**config.mk**
```make
export PLATFORM = sky130hd
export DESIGN_NAME = efra_scan_unit
export DESIGN_NICKNAME = d
export VERILOG_FILES = /design/src/rtl/core/efra_pkg.sv /design/src/rtl/core/efra_scan_unit.sv
export SDC_FILE = /design/constraint.sdc
export NUM_CORES = 1
export LEC_CHECK = 0
export BUFFER_PORTS_ARGS = -buffer_cell sky130_fd_sc_hd__buf_2
export CORE_UTILIZATION = 48
export DETAILED_ROUTE_END_ITERATION = 6
export PLACE_DENSITY = 0.78
export SLEW_MARGIN = 20
export SYNTH_ARGS = -nofsm -noshare
export SYNTH_HDL_FRONTEND = slang
export SYNTH_SLANG_ARGS = --single-unit
```
**constraint.sdc**
```tcl
create_clock -name i_clk -period 3.26 [get_ports i_clk]
set_input_delay 0.326 -clock i_clk [delete_from_list [all_inputs] [get_ports i_clk]]
set_output_delay 0.326 -clock i_clk [all_outputs]
set_load 0.05 [all_outputs]
```
**src/rtl/core/efra_pkg.sv**
```systemverilog
package efra_pkg;

    localparam int MAX_ROOMS = 64;
    localparam int IDX_W     = 6;
    localparam int CFG_W     = 7;
    localparam int START_W   = 32;
    localparam int FIN_W     = 48;
    localparam int CNT_W     = 32;
    localparam int IN_W      = 64;
    localparam int OUT_W     = 64;
    localparam int PAD_W     = OUT_W - 2 * IDX_W - FIN_W;

    typedef enum logic [3:0] {
        ST_IDLE = 4'b0001,
        ST_SCAN = 4'b0010,
        ST_PICK = 4'b0100,
        ST_UPD  = 4'b1000
    } t_state;

    typedef struct packed {
        logic              clear;
        logic              wr_en;
        logic [IDX_W-1:0]  addr;
        logic [IDX_W-1:0]  wr_addr;
        logic [FIN_W-1:0]  wr_finish;
        logic [CNT_W-1:0]  wr_count;
    } t_store_req;

endpackage

```
**src/rtl/core/efra_scan_unit.sv**
```systemverilog
module efra_scan_unit (
    input  logic                          i_clk,
    input  logic                          i_en,
    input  logic                          i_first,
    input  logic [efra_pkg::IDX_W-1:0]    i_idx,
    input  logic [efra_pkg::FIN_W-1:0]    i_finish,
    input  logic [efra_pkg::START_W-1:0]  i_start,
    input  logic [efra_pkg::START_W-1:0]  i_dur,
    output logic                          o_free,
    output logic [efra_pkg::IDX_W-1:0]    o_min_idx,
    output logic [efra_pkg::FIN_W-1:0]    o_sat_finish
);
    import efra_pkg::*;

    logic [FIN_W-1:0] r_min;
    logic [IDX_W-1:0] r_min_idx;
    logic [FIN_W:0]   sum;

    assign o_free = (i_finish <= {{(FIN_W - START_W){1'b0}}, i_start});

    always_ff @(posedge i_clk) begin
        if (i_en && !o_free && (i_first || (i_finish < r_min))) begin
            r_min     <= i_finish;
            r_min_idx <= i_idx;
        end
    end

    assign sum          = {1'b0, r_min} + {{(FIN_W + 1 - START_W){1'b0}}, i_dur};
    assign o_sat_finish = sum[FIN_W] ? {FIN_W{1'b1}} : sum[FIN_W-1:0];
    assign o_min_idx    = r_min_idx;

endmodule

```
## Word level (Yosys, flattened, before mapping)

Cells that the tools add are included.

- $lt $le $gt $ge: 2
- $mul: 0
- Mux-type cells: 1
- Reductions and logical operators: 4
- Equal/unequal tests: 0
- Divide/modulo/power cells: 0
- Bitwise logic cells: 0
- Shift-type cells: 0
- Add/subtract/negate cells: 1

Operators with widths:

| cell | count |
|---|---|
| $add A48 B32 Y49 | 1 |
| $le A48 B32 Y1 | 1 |
| $lt A48 B48 Y1 | 1 |
| $mux W48 | 1 |
| $logic_and A1 B1 Y1 | 2 |
| $logic_not A1 Y1 | 1 |
| $logic_or A1 B1 Y1 | 1 |

- Memory bits (read-only): 0
- Input bits: 121
- Bits in writable memories: 0
- Flip-flop bits (word level): 54
- Memories kept: 0
- Output and inout bits: 55
- Latch bits: 0

## Logic depth before layout (Yosys ltp)

- Word-level depth: 4
- Mapped depth: 11

## Least setup slack after synthesis

OpenSTA, ideal clock, no wires.

- Path kind: register to output
- Start point: register r_min[0]
- End point: output port o_sat_finish[26] in the netlist's numbering
- Required time: 2934 ps
- Path buffers: 0
- Stages on the path, launching flop included: 11
- Path slack: -433 ps
- Arrival: 3367 ps
- Path through: edfxtp_1 ha_1 fa_1 nand3_1 a21oi_1 o31ai_2 a21oi_1 o311ai_2 a211oi_1 o21a_1 o21ai_0

- Cells in the longest elaborated chain, start to end: 2

Ends and longest elaborated chain:

| what | RTL line | source |
|---|---|---|
| from (decl) | efra_scan_unit.sv:15 | `logic [FIN_W-1:0] r_min;` |
| from (signal assigned) | efra_scan_unit.sv:23 | `r_min <= i_finish;` |
| $add A48 B32 Y49 | efra_scan_unit.sv:28 | `assign sum = {1'b0, r_min} + {{(FIN_W + 1 - START_W){1'b0}}, i_dur};` |
| $mux W48 | efra_scan_unit.sv:29 | `assign o_sat_finish = sum[FIN_W] ? {FIN_W{1'b1}} : sum[FIN_W-1:0];` |
| to (decl) | efra_scan_unit.sv:11 | `output logic [efra_pkg::FIN_W-1:0] o_sat_finish` |

Every way passes these cells.

## Worst setup path in the final report

- Start point: register r_min[6]
- End point: output port o_sat_finish[45] in the netlist's numbering

Same word-level chain as after synthesis.

==> impl_metrics.toml <==
[yosys]
synthCells = 660
synth_area_leaders = "edfxtp_1 (27%), ha_1 (23%), a21o_1 (6.3%)"
ys_seq_elements = 54
synth_commonest_cells = "ha_1 (111), inv_1 (89), edfxtp_1 (54)"
yosysTopAreaCellShare_pct = 27.2
synth_edf_count = 54
avgSynthCellArea_um2 = 9.03
syn_area_um2 = 5960
synth.largest_area_cell = "edfxtp_1"
syn-num-nets = 893
yosys_warnings = 0
synth_top_flop_cell = "edfxtp_1"
synth_cell_types = 70
synth_seq_area_share_pct = 27.2
synth.most_common_cell = "ha_1"
async_flop_share_pct = 0

[finish]
design_area_um2 = 8600
final_nets = 1145
area_growth_pct = 44.4
utilization_pct = 71.3
drive_gt1_share_pct = 38.4

[die]
die_h_um = 113
die_area_um2 = 12900
pin_count = 176
design.core.area_um2 = 12100
die_w_um = 113
start_util_pct = 49.4
rows = 40

[critical_path]
cp_slowest_cell = "edfxtp_1"
r2r_cells = 12
cp.depth = 10
cp-start-kind = "register"
cp.arrival_ns = 3.19
crit_path_max_fanout = 5
end_kind = "output pin"
path_cells = "ha_4 -> nand4_1 -> or2_1 -> o21ai_2 -> nand4_2 -> a21oi_4 -> o2111ai_4 -> a2111oi_4 -> mux2i_2 -> buf_6"
path_buf_inv = 1
critPathMaxStageDelay_ns = 0.44
crit_required_ns = 2.93
critical_path_class = "reg -> out"
cp_top_family = "compound AO/OA/AOI/OAI gates"

[routing]
vias = 6032
routed_wl_mm = 18.1
drtIter0Drc = 271
wl_per_cell_um = 16.7
drc = 0
drt_pass1_iterations = 6
drtAntennaViolNets = 0
viasPerCell = 5.57

[sta]
post-route-min-period_ns = 3.51
grt_setup_unrepaired = "yes"
maxSlewViolCount = 0
max_freq_mhz = 285
setup_violations = 48
hold_viol = 0
min_period_over_period_pct = 108
fin_skew_ns = 0.00755
relSlewSlack_pct = 51.5
tightest_slew_ns = 0.726
fin_ws_ns = -0.252

[placed_design]
portBuffers = 175
dpl.hpwl_mm = 13.5
gp_congestion = 0.872
place_area_um2 = 7380

[grt]
antenna_found_initial = 1
grt_max_degree = 36
grt_pass1_wl_mm = 28.3
grt_usage_pct = 28.1
overflow = 0
grt_pass1_vias = 5919

[status]
violations = "negative setup slack"
outcome = "finished, violations left"

[power]
vdd_ir_drop_max_mv = 0.239
swShare_pct = 42.5
power_frac_seq_pct = 27.2
power.switching_w = 0.00135
p_leak_nw = 4.26
pwr_density_cell_nw_per_um2 = 368
internal_power_w = 0.00182
combPwrFrac_pct = 55.4
p_clk_share_pct = 17.4

[hold_path]
worst_hold_path.num_cells = 1
hp-class = "in -> reg"

[clocking]
ctsHoldBuffers = 0
numCtsBuffers = 5
clockBufferDepth = 2
insertion_delay_ns = 0.30
path_clk_slew_ns = 0.08
clock_sinks = 54
htreeDepth = 2
root_buffer = "clkbuf_16"
cts_tree = "built"

[run]
drv_cap = 0
## cell families (layout without fill, tap and decap cells)
logic type | count (synthesis) | in the layout | share of synthesized area, %
AO/OA/AOI/OAI | 195 | 196 | 23.3
AND/OR/NAND/NOR | 171 | 171 | 14.3
multiplexers | 11 | 11 | 1.93
buffers and inverters | 96 | 348 | 6.59
other | 0 | 1 | 0
XOR/XNOR | 21 | 21 | 3.09
adder cells (fa/ha/maj) | 112 | 112 | 23.6
flip-flops | 54 | 54 | 27.2
## stage by stage
stage	TNS (ns)	power (W)	cells	hold slack [ns]	setup slack, ns
2_1_floorplan	-0.184	0.00188	660	0.425	-0.0576
3_3_place_gp	-0.0462	0.00229	1041	0.503	-0.0206
3_5_place_dp	-0.364	0.00231	1041	0.504	-0.106
4_1_cts	-3.11	0.00312	1072	0.192	-0.183
5_1_grt	-12.67	0.00334	1081	0.186	-0.447
6_report	-5.96	0.00317	1082	0.201	-0.252
## registers in the layout (all words and copies together) (netlist names)
name	cells
r_min	48
o_min_idx	6
## layout make-up
class                      instances  area [µm²]
multi-input combinational        511        4510
fill                             907        3460
timing repair buffer             251        1780
sequential                        54        1620
inverter                          89         334
tap                              168         210
clock buffer                       5         125
clock inverter                     3        16.3
antenna                            1        2.50
## layer usage
metal	routed length, µm	track usage, %
met4	436	9.21
met5	10	0
met1	7560	33.9
met2	8900	50.4
met3	1150	5.26
## placed cells by master, fill, tap and decap left out, drive strengths merged, types with 4 or more instances in the layout
master  count
a21boi      4
nor2b       5
nand3      10
a21o       50
nor2       40
clkbuf      5
a21oi      56
and3        5
a211oi      6
edfxtp     54
nand2b      5
or2         4
o21a        8
inv        89
o21ai      27
ha        111
a31oi       8
xnor2      12
mux2i       7
xor2        9
nor4        9
nor3        9
nand4      23
nand2      53
mux2        4
o211ai      9
buf       251
## power by group through the flow
stage / clock network, W / logic (W) / registers, W
after floorplan: 0 / 0.00101 / 0.000877
after global placement: 0 / 0.00142 / 0.000864
after detailed placement: 0 / 0.00144 / 0.000867
after CTS: 0.000567 / 0.00169 / 0.000859
after global routing: 0.000594 / 0.00188 / 0.000868
final: 0.000552 / 0.00175 / 0.000863
## what timing repair did
item,CTS,global route
cloned,1,0
setup buffers,22,9
pin swaps,27,12
resized for setup,159,20
setup endpoints to repair,48,48
## final timing paths
kind,startpoint,slack [ns],endpoint
worst max register to register,r_min[1],0.18,r_min[31]
worst min register to register,r_min[47],1.53,r_min[37]
worst max-delay path,r_min[6],-0.25,o_sat_finish[45]
worst min-delay path,i_idx[2],0.20,o_min_idx[2]
Power figures use the tool's default switching activity.
